**src/sv/ftacc_pkg.sv**
```systemverilog
// ----------------------------------------------------------------------------
// ftacc_pkg: shared definitions for the fixed timestep accumulator
// Field widths, reset values, controller codes and the count saturation helper.
// ----------------------------------------------------------------------------
package ftacc_pkg;

  localparam int DtW          = 24;
  localparam int StepW        = 20;
  localparam int FrameW       = 22;
  localparam int CarryW       = 32;
  localparam int SumW         = 33;
  localparam int CountW       = 16;
  localparam int OutTimeW     = 48;
  localparam int CfgIdxW      = 2;
  localparam int CfgDataW     = 22;
  localparam int IterW        = 6;
  localparam int TimeWidthDef = 48;

  localparam logic [StepW-1:0]  StepResetVal  = 20'd10000;
  localparam logic [FrameW-1:0] FrameResetVal = 22'd500000;
  localparam logic [IterW-1:0]  DropIters     = IterW'(SumW);
  localparam logic [IterW-1:0]  StepIters     = IterW'(FrameW);
  localparam logic [CountW-1:0] CountMax      = '1;

  typedef enum logic [CfgIdxW-1:0] {
    CFG_MAX_STEP  = 2'd0,
    CFG_MAX_FRAME = 2'd1
  } cfg_idx_e;

  typedef enum logic [2:0] {
    ST_IDLE,
    ST_CLAMP,
    ST_CHECK,
    ST_DROP,
    ST_STEP_GO,
    ST_STEP,
    ST_EMIT
  } ctrl_state_e;

  typedef struct packed {
    logic load;
    logic clamp;
    logic check;
    logic drop_done;
    logic step_start;
    logic step_done;
    logic emit;
  } ctrl_cmd_t;

  typedef struct packed {
    logic need_drop;
    logic div_done;
    logic out_stall;
  } ctrl_status_t;

  // Clamp a wide count to the 16-bit reported range.
  function automatic logic [CountW-1:0] sat_count(input logic [SumW-1:0] v);
    return (v > SumW'(CountMax)) ? CountMax : v[CountW-1:0];
  endfunction

endpackage

```
**src/sv/ftacc_channels.sv**
```systemverilog
// ----------------------------------------------------------------------------
// ftacc channels: valid/ready interfaces of the fixed timestep accumulator
// Input frame channel, result channel and configuration write channel.
// ----------------------------------------------------------------------------
interface ftacc_in_if import ftacc_pkg::*; ();
  logic           valid;
  logic           ready;
  logic [DtW-1:0] frame_dt_us;

  modport source (output valid, output frame_dt_us, input ready);
  modport sink (input valid, input frame_dt_us, output ready);
  modport monitor (input valid, input frame_dt_us, input ready);
endinterface

interface ftacc_out_if import ftacc_pkg::*; ();
  logic                valid;
  logic                ready;
  logic [CountW-1:0]   substep_count;
  logic [CountW-1:0]   dropped_frames;
  logic [OutTimeW-1:0] world_time_us;
  logic [OutTimeW-1:0] real_time_us;

  modport source (output valid, output substep_count, output dropped_frames,
                  output world_time_us, output real_time_us, input ready);
  modport sink (input valid, input substep_count, input dropped_frames,
                input world_time_us, input real_time_us, output ready);
  modport monitor (input valid, input substep_count, input dropped_frames,
                   input world_time_us, input real_time_us, input ready);
endinterface

interface ftacc_cfg_if import ftacc_pkg::*; ();
  logic                valid;
  logic                ready;
  logic [CfgIdxW-1:0]  index;
  logic [CfgDataW-1:0] data;

  modport source (output valid, output index, output data, input ready);
  modport sink (input valid, input index, input data, output ready);
  modport monitor (input valid, input index, input data, input ready);
endinterface

```
**src/sv/fixed_timestep_accumulator.sv**
```systemverilog
// ----------------------------------------------------------------------------
// fixed_timestep_accumulator: frame delta to fixed substep scheduler
// Turns each rendered frame's delta into a substep count and updated clocks.
// ----------------------------------------------------------------------------
// Usage:
//   in_i carries one frame delta in microseconds per beat. out_o returns one
//   beat per input with the substep count, the dropped backlog frames and the
//   world and real clocks after that frame. cfg_i writes the substep length
//   (index 0) and the maximum frame (index 1); it is always ready and must
//   only be used while no frame is in flight.
// Sequencing:
//   One frame is in work at a time, and the next frame is taken in the cycle
//   after its result beat is registered. The shared one-bit-per-cycle divider
//   runs the backlog drop, when there is one, and then the substep split.
// Reset:
//   The clocks and the carry clear, the registers return to 10 ms substeps
//   and a 0.5 s maximum frame, and no result is pending.
// Stalls:
//   The result sits in its own register, so a new frame is accepted while
//   the previous beat waits; the next result waits until that one is taken.
// ----------------------------------------------------------------------------
module fixed_timestep_accumulator import ftacc_pkg::*; #(
  parameter int TimeWidth = TimeWidthDef
) (
  input  logic          clk_i,
  input  logic          rst_ni,
  ftacc_cfg_if.sink     cfg_i,
  ftacc_in_if.sink      in_i,
  ftacc_out_if.source   out_o
);

  ctrl_cmd_t    cmd;
  ctrl_status_t status;
  logic         in_ready;

  // Configuration writes land directly in the datapath registers.
  assign cfg_i.ready = 1'b1;
  assign in_i.ready  = in_ready;

  ftacc_ctrl u_ctrl (
    .clk_i      (clk_i),
    .rst_ni     (rst_ni),
    .in_valid_i (in_i.valid),
    .in_ready_o (in_ready),
    .status_i   (status),
    .cmd_o      (cmd)
  );

  // The datapath holds the clocks, the carry, the divider and the result beat.
  ftacc_dp #(
    .TimeWidth (TimeWidth)
  ) u_dp (
    .clk_i            (clk_i),
    .rst_ni           (rst_ni),
    .cfg_we_i         (cfg_i.valid),
    .cfg_idx_i        (cfg_i.index),
    .cfg_data_i       (cfg_i.data),
    .dt_i             (in_i.frame_dt_us),
    .cmd_i            (cmd),
    .status_o         (status),
    .out_ready_i      (out_o.ready),
    .out_valid_o      (out_o.valid),
    .substep_count_o  (out_o.substep_count),
    .dropped_frames_o (out_o.dropped_frames),
    .world_time_us_o  (out_o.world_time_us),
    .real_time_us_o   (out_o.real_time_us)
  );

endmodule

```
**src/sv/ftacc_div.sv**
```systemverilog
// ----------------------------------------------------------------------------
// ftacc_div: shared iterative restoring divider
// One quotient bit per cycle; the dividend arrives left aligned.
// ----------------------------------------------------------------------------
module ftacc_div import ftacc_pkg::*; (
  input  logic              clk_i,
  input  logic              rst_ni,
  input  logic              start_i,
  input  logic [IterW-1:0]  iters_i,
  input  logic [SumW-1:0]   dividend_i,
  input  logic [FrameW-1:0] divisor_i,
  output logic              done_o,
  output logic [SumW-1:0]   quot_o,
  output logic [FrameW-1:0] rem_o
);

  logic              busy_q, busy_d;
  logic              done_q, done_d;
  logic [IterW-1:0]  cnt_q, cnt_d;
  logic [SumW-1:0]   num_q;
  logic [SumW-1:0]   quot_q;
  logic [FrameW-1:0] rem_q;
  logic [FrameW:0]   shifted;
  logic [FrameW:0]   diff;
  logic              ge;
  logic [FrameW-1:0] rem_next;

  assign shifted  = {rem_q, num_q[SumW-1]};
  assign ge       = (shifted >= {1'b0, divisor_i});
  assign diff     = shifted - {1'b0, divisor_i};
  assign rem_next = ge ? diff[FrameW-1:0] : shifted[FrameW-1:0];

  always_comb begin
    busy_d = busy_q;
    done_d = 1'b0;
    cnt_d  = cnt_q;
    if (start_i) begin
      busy_d = 1'b1;
      cnt_d  = iters_i;
    end else if (busy_q) begin
      cnt_d = cnt_q - 1'b1;
      if (cnt_q == IterW'(1)) begin
        busy_d = 1'b0;
        done_d = 1'b1;
      end
    end
  end

  always_ff @(posedge clk_i or negedge rst_ni) begin
    if (!rst_ni) begin
      busy_q <= 1'b0;
      done_q <= 1'b0;
      cnt_q  <= '0;
    end else begin
      busy_q <= busy_d;
      done_q <= done_d;
      cnt_q  <= cnt_d;
    end
  end

  always_ff @(posedge clk_i) begin
    if (start_i) begin
      num_q  <= dividend_i;
      quot_q <= '0;
      rem_q  <= '0;
    end else if (busy_q) begin
      num_q  <= {num_q[SumW-2:0], 1'b0};
      quot_q <= {quot_q[SumW-2:0], ge};
      rem_q  <= rem_next;
    end
  end

  assign done_o = done_q;
  assign quot_o = quot_q;
  assign rem_o  = rem_q;

endmodule

```
**src/sv/ftacc_dp.sv**
```systemverilog
// ----------------------------------------------------------------------------
// ftacc_dp: datapath of the fixed timestep accumulator
// Clocks, carry, clamp, backlog drop, substep split and the result register.
// ----------------------------------------------------------------------------
module ftacc_dp import ftacc_pkg::*; #(
  parameter int TimeWidth = TimeWidthDef
) (
  input  logic                clk_i,
  input  logic                rst_ni,
  input  logic                cfg_we_i,
  input  logic [CfgIdxW-1:0]  cfg_idx_i,
  input  logic [CfgDataW-1:0] cfg_data_i,
  input  logic [DtW-1:0]      dt_i,
  input  ctrl_cmd_t           cmd_i,
  output ctrl_status_t        status_o,
  input  logic                out_ready_i,
  output logic                out_valid_o,
  output logic [CountW-1:0]   substep_count_o,
  output logic [CountW-1:0]   dropped_frames_o,
  output logic [OutTimeW-1:0] world_time_us_o,
  output logic [OutTimeW-1:0] real_time_us_o
);

  logic [StepW-1:0]     max_step_q;
  logic [FrameW-1:0]    max_frame_q;
  logic [TimeWidth-1:0] real_q;
  logic [TimeWidth-1:0] world_q;
  logic [CarryW-1:0]    carry_q;
  logic                 out_valid_q;

  logic [SumW-1:0]      sum_q;
  logic [FrameW-1:0]    frame_q;
  logic [SumW-1:0]      excess_q;
  logic [FrameW-1:0]    resid_q;
  logic [CountW-1:0]    dropped_q;
  logic [CountW-1:0]    steps_q;
  logic                 div_step_q;
  logic [CountW-1:0]    out_steps_q;
  logic [CountW-1:0]    out_dropped_q;
  logic [OutTimeW-1:0]  out_world_q;
  logic [OutTimeW-1:0]  out_real_q;

  logic                 frame_zero;
  logic                 step_zero;
  logic                 need_drop;
  logic                 div_start;
  logic [IterW-1:0]     div_iters;
  logic [SumW-1:0]      div_dividend;
  logic [FrameW-1:0]    div_divisor;
  logic                 div_done;
  logic [SumW-1:0]      div_quot;
  logic [FrameW-1:0]    div_rem;
  logic [FrameW-1:0]    step_rem;
  logic [FrameW-1:0]    step_span;
  logic [63:0]          world_wide;
  logic [63:0]          real_wide;

  assign frame_zero = (max_frame_q == '0);
  assign step_zero  = (max_step_q == '0);
  assign need_drop  = !frame_zero && (excess_q > SumW'(max_frame_q));

  // The divider serves the backlog drop first and the substep split second.
  assign div_start    = (cmd_i.check && need_drop) || cmd_i.step_start;
  assign div_iters    = cmd_i.step_start ? StepIters : DropIters;
  assign div_dividend = cmd_i.step_start ? {frame_q, {(SumW-FrameW){1'b0}}}
                                         : (excess_q - SumW'(1));
  assign div_divisor  = div_step_q ? FrameW'(max_step_q) : max_frame_q;

  ftacc_div u_div (
    .clk_i      (clk_i),
    .rst_ni     (rst_ni),
    .start_i    (div_start),
    .iters_i    (div_iters),
    .dividend_i (div_dividend),
    .divisor_i  (div_divisor),
    .done_o     (div_done),
    .quot_o     (div_quot),
    .rem_o      (div_rem)
  );

  // A zero substep length runs no substeps and leaves the whole frame over.
  assign step_rem  = step_zero ? frame_q : div_rem;
  assign step_span = frame_q - step_rem;

  assign world_wide = 64'(world_q);
  assign real_wide  = 64'(real_q);

  always_ff @(posedge clk_i or negedge rst_ni) begin
    if (!rst_ni) begin
      max_step_q  <= StepResetVal;
      max_frame_q <= FrameResetVal;
      real_q      <= '0;
      world_q     <= '0;
      carry_q     <= '0;
      out_valid_q <= 1'b0;
    end else begin
      if (cfg_we_i) begin
        unique case (cfg_idx_i)
          CFG_MAX_STEP:  max_step_q  <= cfg_data_i[StepW-1:0];
          CFG_MAX_FRAME: max_frame_q <= cfg_data_i[FrameW-1:0];
          default: ;
        endcase
      end
      if (cmd_i.load) begin
        real_q <= real_q + TimeWidth'(dt_i);
      end
      if (cmd_i.step_done) begin
        world_q <= world_q + TimeWidth'(step_span);
        carry_q <= CarryW'({1'b0, resid_q} + {1'b0, step_rem});
      end
      if (cmd_i.emit) begin
        out_valid_q <= 1'b1;
      end else if (out_ready_i) begin
        out_valid_q <= 1'b0;
      end
    end
  end

  always_ff @(posedge clk_i) begin
    if (cmd_i.load) begin
      sum_q <= SumW'(dt_i) + SumW'(carry_q);
    end
    if (cmd_i.clamp) begin
      if (sum_q > SumW'(max_frame_q)) begin
        excess_q <= sum_q - SumW'(max_frame_q);
        frame_q  <= max_frame_q;
      end else begin
        excess_q <= '0;
        frame_q  <= sum_q[FrameW-1:0];
      end
    end
    if (cmd_i.check) begin
      if (frame_zero) begin
        dropped_q <= (excess_q != '0) ? CountMax : '0;
        resid_q   <= '0;
      end else if (!need_drop) begin
        dropped_q <= '0;
        resid_q   <= excess_q[FrameW-1:0];
      end
    end
    if (div_start) begin
      div_step_q <= cmd_i.step_start;
    end
    if (cmd_i.drop_done) begin
      dropped_q <= sat_count(div_quot);
      resid_q   <= div_rem + FrameW'(1);
    end
    if (cmd_i.step_done) begin
      steps_q <= step_zero ? '0 : sat_count(div_quot);
    end
    if (cmd_i.emit) begin
      out_steps_q   <= steps_q;
      out_dropped_q <= dropped_q;
      out_world_q   <= world_wide[OutTimeW-1:0];
      out_real_q    <= real_wide[OutTimeW-1:0];
    end
  end

  assign status_o.need_drop = need_drop;
  assign status_o.div_done  = div_done;
  assign status_o.out_stall = out_valid_q && !out_ready_i;

  assign out_valid_o      = out_valid_q;
  assign substep_count_o  = out_steps_q;
  assign dropped_frames_o = out_dropped_q;
  assign world_time_us_o  = out_world_q;
  assign real_time_us_o   = out_real_q;

endmodule

```
**src/sv/ftacc_ctrl.sv**
```systemverilog
// ----------------------------------------------------------------------------
// ftacc_ctrl: sequencing controller of the fixed timestep accumulator
// Walks one frame through clamp, backlog drop, substep split and result.
// ----------------------------------------------------------------------------
module ftacc_ctrl import ftacc_pkg::*; (
  input  logic         clk_i,
  input  logic         rst_ni,
  input  logic         in_valid_i,
  output logic         in_ready_o,
  input  ctrl_status_t status_i,
  output ctrl_cmd_t    cmd_o
);

  ctrl_state_e state_q, state_d;

  always_ff @(posedge clk_i or negedge rst_ni) begin
    if (!rst_ni) begin
      state_q <= ST_IDLE;
    end else begin
      state_q <= state_d;
    end
  end

  always_comb begin
    state_d    = state_q;
    cmd_o      = '0;
    in_ready_o = 1'b0;
    unique case (state_q)
      ST_IDLE: begin
        in_ready_o = 1'b1;
        if (in_valid_i) begin
          cmd_o.load = 1'b1;
          state_d    = ST_CLAMP;
        end
      end
      ST_CLAMP: begin
        cmd_o.clamp = 1'b1;
        state_d     = ST_CHECK;
      end
      ST_CHECK: begin
        cmd_o.check = 1'b1;
        state_d     = status_i.need_drop ? ST_DROP : ST_STEP_GO;
      end
      ST_DROP: begin
        if (status_i.div_done) begin
          cmd_o.drop_done = 1'b1;
          state_d         = ST_STEP_GO;
        end
      end
      ST_STEP_GO: begin
        cmd_o.step_start = 1'b1;
        state_d          = ST_STEP;
      end
      ST_STEP: begin
        if (status_i.div_done) begin
          cmd_o.step_done = 1'b1;
          state_d         = ST_EMIT;
        end
      end
      ST_EMIT: begin
        if (!status_i.out_stall) begin
          cmd_o.emit = 1'b1;
          state_d    = ST_IDLE;
        end
      end
      default: state_d = ST_IDLE;
    endcase
  end

endmodule

```
**src/flat_wrapper.sv**
```systemverilog
// flat-port wrapper written by rule: the top's interface ports become plain ports
module fixed_timestep_accumulator_flat import ftacc_pkg::*;
#(
  parameter int TimeWidth = TimeWidthDef
)
  (clk_i, rst_ni, cfg_i_valid, cfg_i_index, cfg_i_data, cfg_i_ready, in_i_valid, in_i_frame_dt_us, in_i_ready, out_o_valid, out_o_substep_count, out_o_dropped_frames, out_o_world_time_us, out_o_real_time_us, out_o_ready);
  ftacc_cfg_if cfg_i_i ();
  ftacc_in_if in_i_i ();
  ftacc_out_if out_o_i ();
  input  logic clk_i;
  input  logic rst_ni;
  input wire logic [$bits(cfg_i_i.valid)-1:0] cfg_i_valid;
  input wire logic [$bits(cfg_i_i.index)-1:0] cfg_i_index;
  input wire logic [$bits(cfg_i_i.data)-1:0] cfg_i_data;
  output wire logic [$bits(cfg_i_i.ready)-1:0] cfg_i_ready;
  input wire logic [$bits(in_i_i.valid)-1:0] in_i_valid;
  input wire logic [$bits(in_i_i.frame_dt_us)-1:0] in_i_frame_dt_us;
  output wire logic [$bits(in_i_i.ready)-1:0] in_i_ready;
  output wire logic [$bits(out_o_i.valid)-1:0] out_o_valid;
  output wire logic [$bits(out_o_i.substep_count)-1:0] out_o_substep_count;
  output wire logic [$bits(out_o_i.dropped_frames)-1:0] out_o_dropped_frames;
  output wire logic [$bits(out_o_i.world_time_us)-1:0] out_o_world_time_us;
  output wire logic [$bits(out_o_i.real_time_us)-1:0] out_o_real_time_us;
  input wire logic [$bits(out_o_i.ready)-1:0] out_o_ready;
  assign cfg_i_i.valid = cfg_i_valid;
  assign cfg_i_i.index = cfg_i_index;
  assign cfg_i_i.data = cfg_i_data;
  assign cfg_i_ready = cfg_i_i.ready;
  assign in_i_i.valid = in_i_valid;
  assign in_i_i.frame_dt_us = in_i_frame_dt_us;
  assign in_i_ready = in_i_i.ready;
  assign out_o_valid = out_o_i.valid;
  assign out_o_substep_count = out_o_i.substep_count;
  assign out_o_dropped_frames = out_o_i.dropped_frames;
  assign out_o_world_time_us = out_o_i.world_time_us;
  assign out_o_real_time_us = out_o_i.real_time_us;
  assign out_o_i.ready = out_o_ready;
  fixed_timestep_accumulator #(.TimeWidth(TimeWidth)) u_core (.clk_i(clk_i), .rst_ni(rst_ni), .cfg_i(cfg_i_i), .in_i(in_i_i), .out_o(out_o_i));
endmodule
```
**config.mk**
```make
export PLATFORM = sky130hd
export DESIGN_NAME = fixed_timestep_accumulator_flat
export DESIGN_NICKNAME = d
export VERILOG_FILES = /design/src/sv/ftacc_pkg.sv /design/src/sv/ftacc_channels.sv /design/src/sv/fixed_timestep_accumulator.sv /design/src/sv/ftacc_div.sv /design/src/sv/ftacc_dp.sv /design/src/sv/ftacc_ctrl.sv /design/src/flat_wrapper.sv
export SDC_FILE = /design/constraint.sdc
export NUM_CORES = 1
export LEC_CHECK = 0
export BUFFER_PORTS_ARGS = -buffer_cell sky130_fd_sc_hd__clkbuf_2
export CORE_UTILIZATION = 55
export CTS_CLUSTER_SIZE = 28
export DETAILED_ROUTE_END_ITERATION = 8
export GPL_TIMING_DRIVEN = 0
export PLACE_DENSITY = 0.82
export SYNTH_ARGS = -nofsm -noshare
export SYNTH_HDL_FRONTEND = slang
export SYNTH_SLANG_ARGS = --single-unit
export TNS_END_PERCENT = 5
```
**constraint.sdc**
```tcl
create_clock -name clk_i -period 6.32 [get_ports clk_i]
set_input_delay 0.316 -clock clk_i [delete_from_list [all_inputs] [get_ports clk_i]]
set_output_delay 0.316 -clock clk_i [all_outputs]
set_load 0.02 [all_outputs]
```
==> impl_results.md, run 1 <==
* Die X at 231.7 um
* Critical path required time at 6.85 ns
* Slew @ Worst Pin at 1.238 ns
* Critical path's slowest cell: or4b_1
* GR Util All Layers at 29.19%
* CP Class: register to register
* Fin. max-slew vios at 0
* Sequential element share of the synthesized area at 49.39%
* Crit path time final at 6.062 ns
* Die area at 0.05369 mm2
* Number of max-cap violations at 0
* Crit start category: register
* Largest net degree at the start of global routing at 89
* Layout cells sized above 1 at 14.72%
* DR DRC count at 0
* Post-synth EDFFs at 296
* Io pins at 184
* DRT Wirelength at 78.97 mm
* CP top delay family: compound AO/OA/AOI/OAI gates
* Leak at 13.73 nW
* Cell area after layout at 0.03308 mm2
* Max FO, Critical Path at 13
* Fillers at 3,953
* Synth cell types at 84
* Overflow after GRT at 0
* Top FF cell, synth: edfxtp_1
* Antenna violations before repair at 0
* IO Port Bufs at 182
* Final Hold Fails at 0
* Reg2Reg Depth at 25
* Syn. warnings at 0
* Final setup vio count at 0
* #FFs+latches synth at 524
* Status: finished, final reports clean
* Core box area at 0.05172 mm2
* Design Power at 17.97 mW
* CP bufs+invs at 2
* Drt pass-1 iters at 5
* Synth top area share at 30.63%
* CP max stage delay at 0.52 ns
* Clk sink count at 524
* VDD IR-drop max at 0.0003890 V
* Register clock-pin slew on the reported worst setup and hold paths at 0.06 ns
* Hold Crit Depth at 2
* WL per Instance at 21.29 um
* Final WS setup at 0.2576 ns
* Hold Crit Class: primary input to register
* Number of DRC markers in iteration 0 at 2,108
* Vias in the first global route at 21,910
* CP Capture Type: register
* Cell count along the critical path at 25
* Row count at 83
* Layout Nets at 3,226
* Final Wtd Congestion at 0.9915
* Die span in y at 231.7 um
* Worst-skew pair later-pin latency at 0.63 ns
* First-pass GRT wire length at 121.8 mm
* Vias per cell at 6.108
* Most frequent cell after synthesis: edfxtp_1
* TritonCTS clock tree: built
* DP HPWL at 59.39 mm
* PwrDens at 543.2 mW/mm2
* Maximum buffer depth of the clock tree at 3
* Fin util at 63.97%
* Vias at 22,660
* ANT cells at 0
* Clock skew at 0.02700 ns
* Setup TNS at 0 ns
* Synth area leaders: edfxtp_1 (31%), dfrtp_1 (14%), ha_1 (7.9%)
* Worst rel slew slack at 17.36%
* P&R area growth vs syn at 13.99%
* Mapped Cells at 2,710
* H-Tree Depth at 2
* Post-synthesis async set-or-reset flop share at 33.02%
* Initial core utilization at 56.12%
* WP data arrival at 6.59 ns
* Syn Area/Cell at 10.71 um2
* Dpl ws at -0.8036 ns
* Yosys top cell by area: edfxtp_1
* Commonest cells post-synth: edfxtp_1 (296), nand2_1 (246), nor2_1 (223), ha_1 (183), o21ai_0 (175)
* Num CTS Buffers at 54
* Achievable Freq at 165.0 MHz
* Placed Instance Area at 0.03093 mm2
* Fin crit share at 95.92%
* Root buffer cell: clkbuf_16
* Mapped Area at 0.02902 mm2
* Post-route ant nets at 0
==> through the flow <==
step	instances	hold slack [ns]
2_1_floorplan	2713	0.02041
3_3_place_gp	3575	0.4060
3_5_place_dp	3582	0.4045
4_1_cts	3708	0.01885
5_1_grt	3709	0.04328
6_report	3709	0.04200
==> power by group <==
group	switching [mW]	leakage, nW	total [mW]	internal (mW)
sequential	0.947	5.24	5.63	4.68
clock	1.42	0.900	3.28	1.86
combinational	5.27	7.59	9.06	3.79
total	7.63	13.7	18.0	10.3
==> worst register-to-register path: cells and delay by family (launching register included) <==
| kind | cells | cell delay, ns |
|---|---|---|
| xor gates and xnor gates | 2 | 0.30 |
| adders and majority gates | 3 | 0.99 |
| buffers and inverters | 2 | 0.31 |
| and+or+nand+nor | 9 | 1.93 |
| DFF | 1 | 0.46 |
| AOI/OAI and AO/OA | 9 | 2.00 |
==> state kept, by name, indices dropped and copies added (netlist names) <==
signal	flops
u_core.u_dp.real_q	48
u_core.u_dp.real_time_us_o	48
u_core.u_dp.world_q	48
u_core.u_dp.world_time_us_o	48
u_core.u_dp.excess_q	33
u_core.u_dp.u_div.num_q	33
u_core.u_dp.u_div.quot_o	33
u_core.u_dp.sum_q	25
u_core.u_dp.carry_q	23
u_core.u_dp.frame_q	22
u_core.u_dp.max_frame_q	22
u_core.u_dp.resid_q	22
u_core.u_dp.u_div.rem_o	22
u_core.u_dp.max_step_q	20
u_core.u_dp.dropped_frames_o	16
u_core.u_dp.dropped_q	16
u_core.u_dp.steps_q	16
u_core.u_dp.substep_count_o	16
u_core.u_dp.u_div.cnt_q	6
u_core.u_ctrl.state_q	3
u_core.u_dp.div_step_q	1
u_core.u_dp.out_valid_o	1
u_core.u_dp.u_div.busy_q	1
u_core.u_dp.u_div.done_o	1
==> layer usage <==
| metal | global-route usage [%] | part of all wire [%] |
|---|---|---|
| met5 | 0 | 0 |
| met4 | 13.26 | 4.2 |
| met3 | 4.408 | 7.2 |
| met2 | 47.57 | 47 |
| met1 | 38.44 | 41 |
==> layout by cell type (no fill, tap or decap), types with 101 or more instances in the layout <==
master    count
a21oi_1     119
clkbuf_2    182
dfrtp_1     161
edfxtp_1    296
ha_1        183
inv_1       101
nand2_1     245
nor2_1      222
o21ai_0     173
xnor2_1     135
==> timing repair <==
item,4_1_cts,5_1_grt
hold buffers,23,0
resized for setup,8,11
gates cloned,0,0
endpoints found under the hold margin,120,0
endpoints found under the setup margin,33,30
setup buffers,2,2
pin swaps,1,3
==> kinds of logic after synthesis <==
logic type,share of synthesized area (%)
AO/OA/AOI/OAI,13.02
flip-flops,49.39
adder cells (fa/ha/maj),8.372
XOR/XNOR,6.337
AND/OR/NAND/NOR,14.02
multiplexers,6.105
other,0.02588
buffers and inverters,2.729
==> final timing paths <==
kind | start | to | slack, ns
worst max-delay path | u_core.u_dp.max_step_q[11] | u_core.u_dp.world_q[36] | 0.26
worst min-delay path | in_i_frame_dt_us[0] | u_core.u_dp.sum_q[0] | 0.04
worst max register to register | u_core.u_dp.max_step_q[11] | u_core.u_dp.world_q[36] | 0.26
worst min register to register | u_core.u_dp.steps_q[12] | u_core.u_dp.substep_count_o[12] | 0.42
max in group asynchronous | rst_ni | u_core.u_dp.world_q[23] | 5.05
min in group asynchronous | rst_ni | u_core.u_dp.max_frame_q[21] | 0.30
==> final cells by class <==
class	instances	area, um2	area share (%)
Clock inverter	32	346.6	1.048
Inverter	104	392.9	1.188
Clock buffer	70	1494	4.516
Sequential cell	524	14330	43.33
Timing Repair Buffer	216	1295	3.915
Buffer	86	407.9	1.233
Multi-Input combinational cell	1997	13960	42.20
Tap cell	680	850.8	2.572
Power figures use the tool's default switching activity.
==> run 2: changes to the inputs <==
CTS_BUF_LIST = sky130_fd_sc_hd__clkbuf_8   (was unset)
==> impl_results.md, run 2 (synthesized netlist as in run 1, its figures left out) <==
* Status: finished, final reports clean
* Clk sink count at 524
* Post-route ant nets at 0
* CP max stage delay at 0.52 ns
* Hold slack at 0.1308 ns
* Hold Crit Class: primary input to register
* ANT cells at 0
* Hold path startpoint: cfg_i_valid
* Layout Nets at 3,262
* Initial core utilization at 56.12%
* Vias per cell at 6.052
* P&R area growth vs syn at 14.15%
* Clock skew at 0.03603 ns
* Fin util at 64.06%
* PwrDens at 537.7 mW/mm2
* WL met3 at 6.277 mm
* CP Capture Type: register
* DR DRC count at 0
* Crit path time final at 6.035 ns
* Met2 wire len at 36.64 mm
* Fillers at 3,921
* Row count at 83
* CP top delay family: simple AND/OR/NAND/NOR gates
* Die span in y at 231.7 um
* Critical path's slowest cell: or4b_1
* Final WS setup at 0.2850 ns
* Io pins at 184
* Reg2reg end: u_core.u_dp.world_q[36]
* Reg area at 0.01433 mm2
* Most frequent cells in the layout: edfxtp_1 (296), nand2_1 (245), nor2_1 (222)
* Drt pass-1 iters at 6
* Root buffer cell: clkbuf_8
* Design Power at 17.81 mW
* Fin crit share at 95.49%
* Leak at 13.85 nW
* Worst rel slew slack at 14.58%
* Overflow after GRT at 0
* DRT Wirelength at 78.76 mm
* Reg-to-Reg Start: u_core.u_dp.max_step_q[12]
* WHS Endpoint: u_core.u_dp.max_frame_q[0]
* Register clock-pin slew on the reported worst setup and hold paths at 0.06 ns
* Max Used Layer: met5
* Final Wtd Congestion at 0.9915
* Vias at 22,840
* WP data arrival at 6.65 ns
* CP Class: register to register
* First-pass GRT wire length at 121.6 mm
* Final Hold Fails at 0
* Fin. max-slew vios at 0
* TritonCTS clock tree: built
* Dpl ws at -0.8036 ns
* Worst-skew pair later-pin latency at 0.72 ns
* Setup TNS at 0 ns
* Worst R2R Setup Slack at 0.28 ns
* Non-Filler Instances at 3,774
* Placed Instance Area at 0.03093 mm2
* Die X at 231.7 um
* Achievable Freq at 165.7 MHz
* H-Tree Depth at 3
* Post-Route M1 WL at 32.06 mm
* Reg2Reg Depth at 26
* Cell area after layout at 0.03313 mm2
* Commonest non-fill, non-tap cell in the layout: edfxtp_1
* Core box area at 0.05172 mm2
* Placed cells at 3,582
* Num CTS Buffers at 87
* Final setup vio count at 0
* Critical path required time at 6.93 ns
* WL per Instance at 20.87 um
* CP bufs+invs at 3
* DP HPWL at 59.39 mm
* Layout cells sized above 1 at 15.97%
* Vias in the first global route at 22,150
* Largest net degree at the start of global routing at 89
* Slew @ Worst Pin at 1.280 ns
* Number of DRC markers in iteration 0 at 1,963
* Max FO, Critical Path at 10
* Hold Crit Depth at 3
* Number of max-cap violations at 0
* Maximum buffer depth of the clock tree at 3
* Antenna violations before repair at 1
* VDD IR-drop max at 0.0002829 V
* Area of the multi-input gates at 0.01396 mm2
* IO Port Bufs at 182
* Die area at 0.05369 mm2
* GR Util All Layers at 29.22%
* Crit start category: register
## run 2: layout make-up
type	count	area share, %
clock buffer	105	4.362
timing repair buffer	217	3.954
inverter	104	1.186
multi-input combinational	1997	42.14
tap	680	2.568
buffer	88	1.254
sequential	524	43.27
clock inverter	59	1.265
## run 2: worst max-delay path by stage
stage | from | end | slack, ns | cells past startpoint
floorplan | u_core.u_dp.max_step_q[12] | u_core.u_dp.world_q[38] | 1.02 | 23
global placement | u_core.u_ctrl.state_q[2] | u_core.u_dp.excess_q[23] | -0.78 | 2
detailed placement | u_core.u_dp.max_step_q[12] | u_core.u_dp.world_q[37] | -0.80 | 26
CTS | u_core.u_dp.max_step_q[12] | u_core.u_dp.world_q[36] | 0.01 | 26
global route | u_core.u_dp.max_step_q[12] | u_core.u_dp.world_q[36] | -0.002 | 26
finish | u_core.u_dp.max_step_q[12] | u_core.u_dp.world_q[36] | 0.28 | 26
## run 2: metal layers
metal / GRT usage (%) / vias up
met5: 0 / -
met4: 13.30 / 2
met3: 5.255 / 227
met2: 47.36 / 997
met1: 38.16 / 11040
li1: - / 10580
## run 2: worst reg2reg max path: cells and delay by family, from the launching register on
| kind | cells | cell delay, ns |
|---|---|---|
| and+or+nand+nor | 9 | 1.93 |
| xor gates and xnor gates | 2 | 0.30 |
| DFF | 1 | 0.41 |
| adders and majority gates | 3 | 0.96 |
| AOI/OAI and AO/OA | 9 | 1.83 |
| buffers and inverters | 3 | 0.52 |
## run 2: timing repair
item	4_1_cts	5_1_grt
hold endpoints to repair	124	0
endpoints found under the setup margin	33	28
resized for setup	7	16
pin swaps	1	3
setup buffers	1	1
hold buffers	26	0
## run 2: report_power, final
group          leakage [nW]  total, mW  switching, mW  internal [mW]
clock                  1.01       3.16           1.46           1.70
combinational          7.60       9.03           5.26           3.77
sequential             5.24       5.62          0.942           4.68
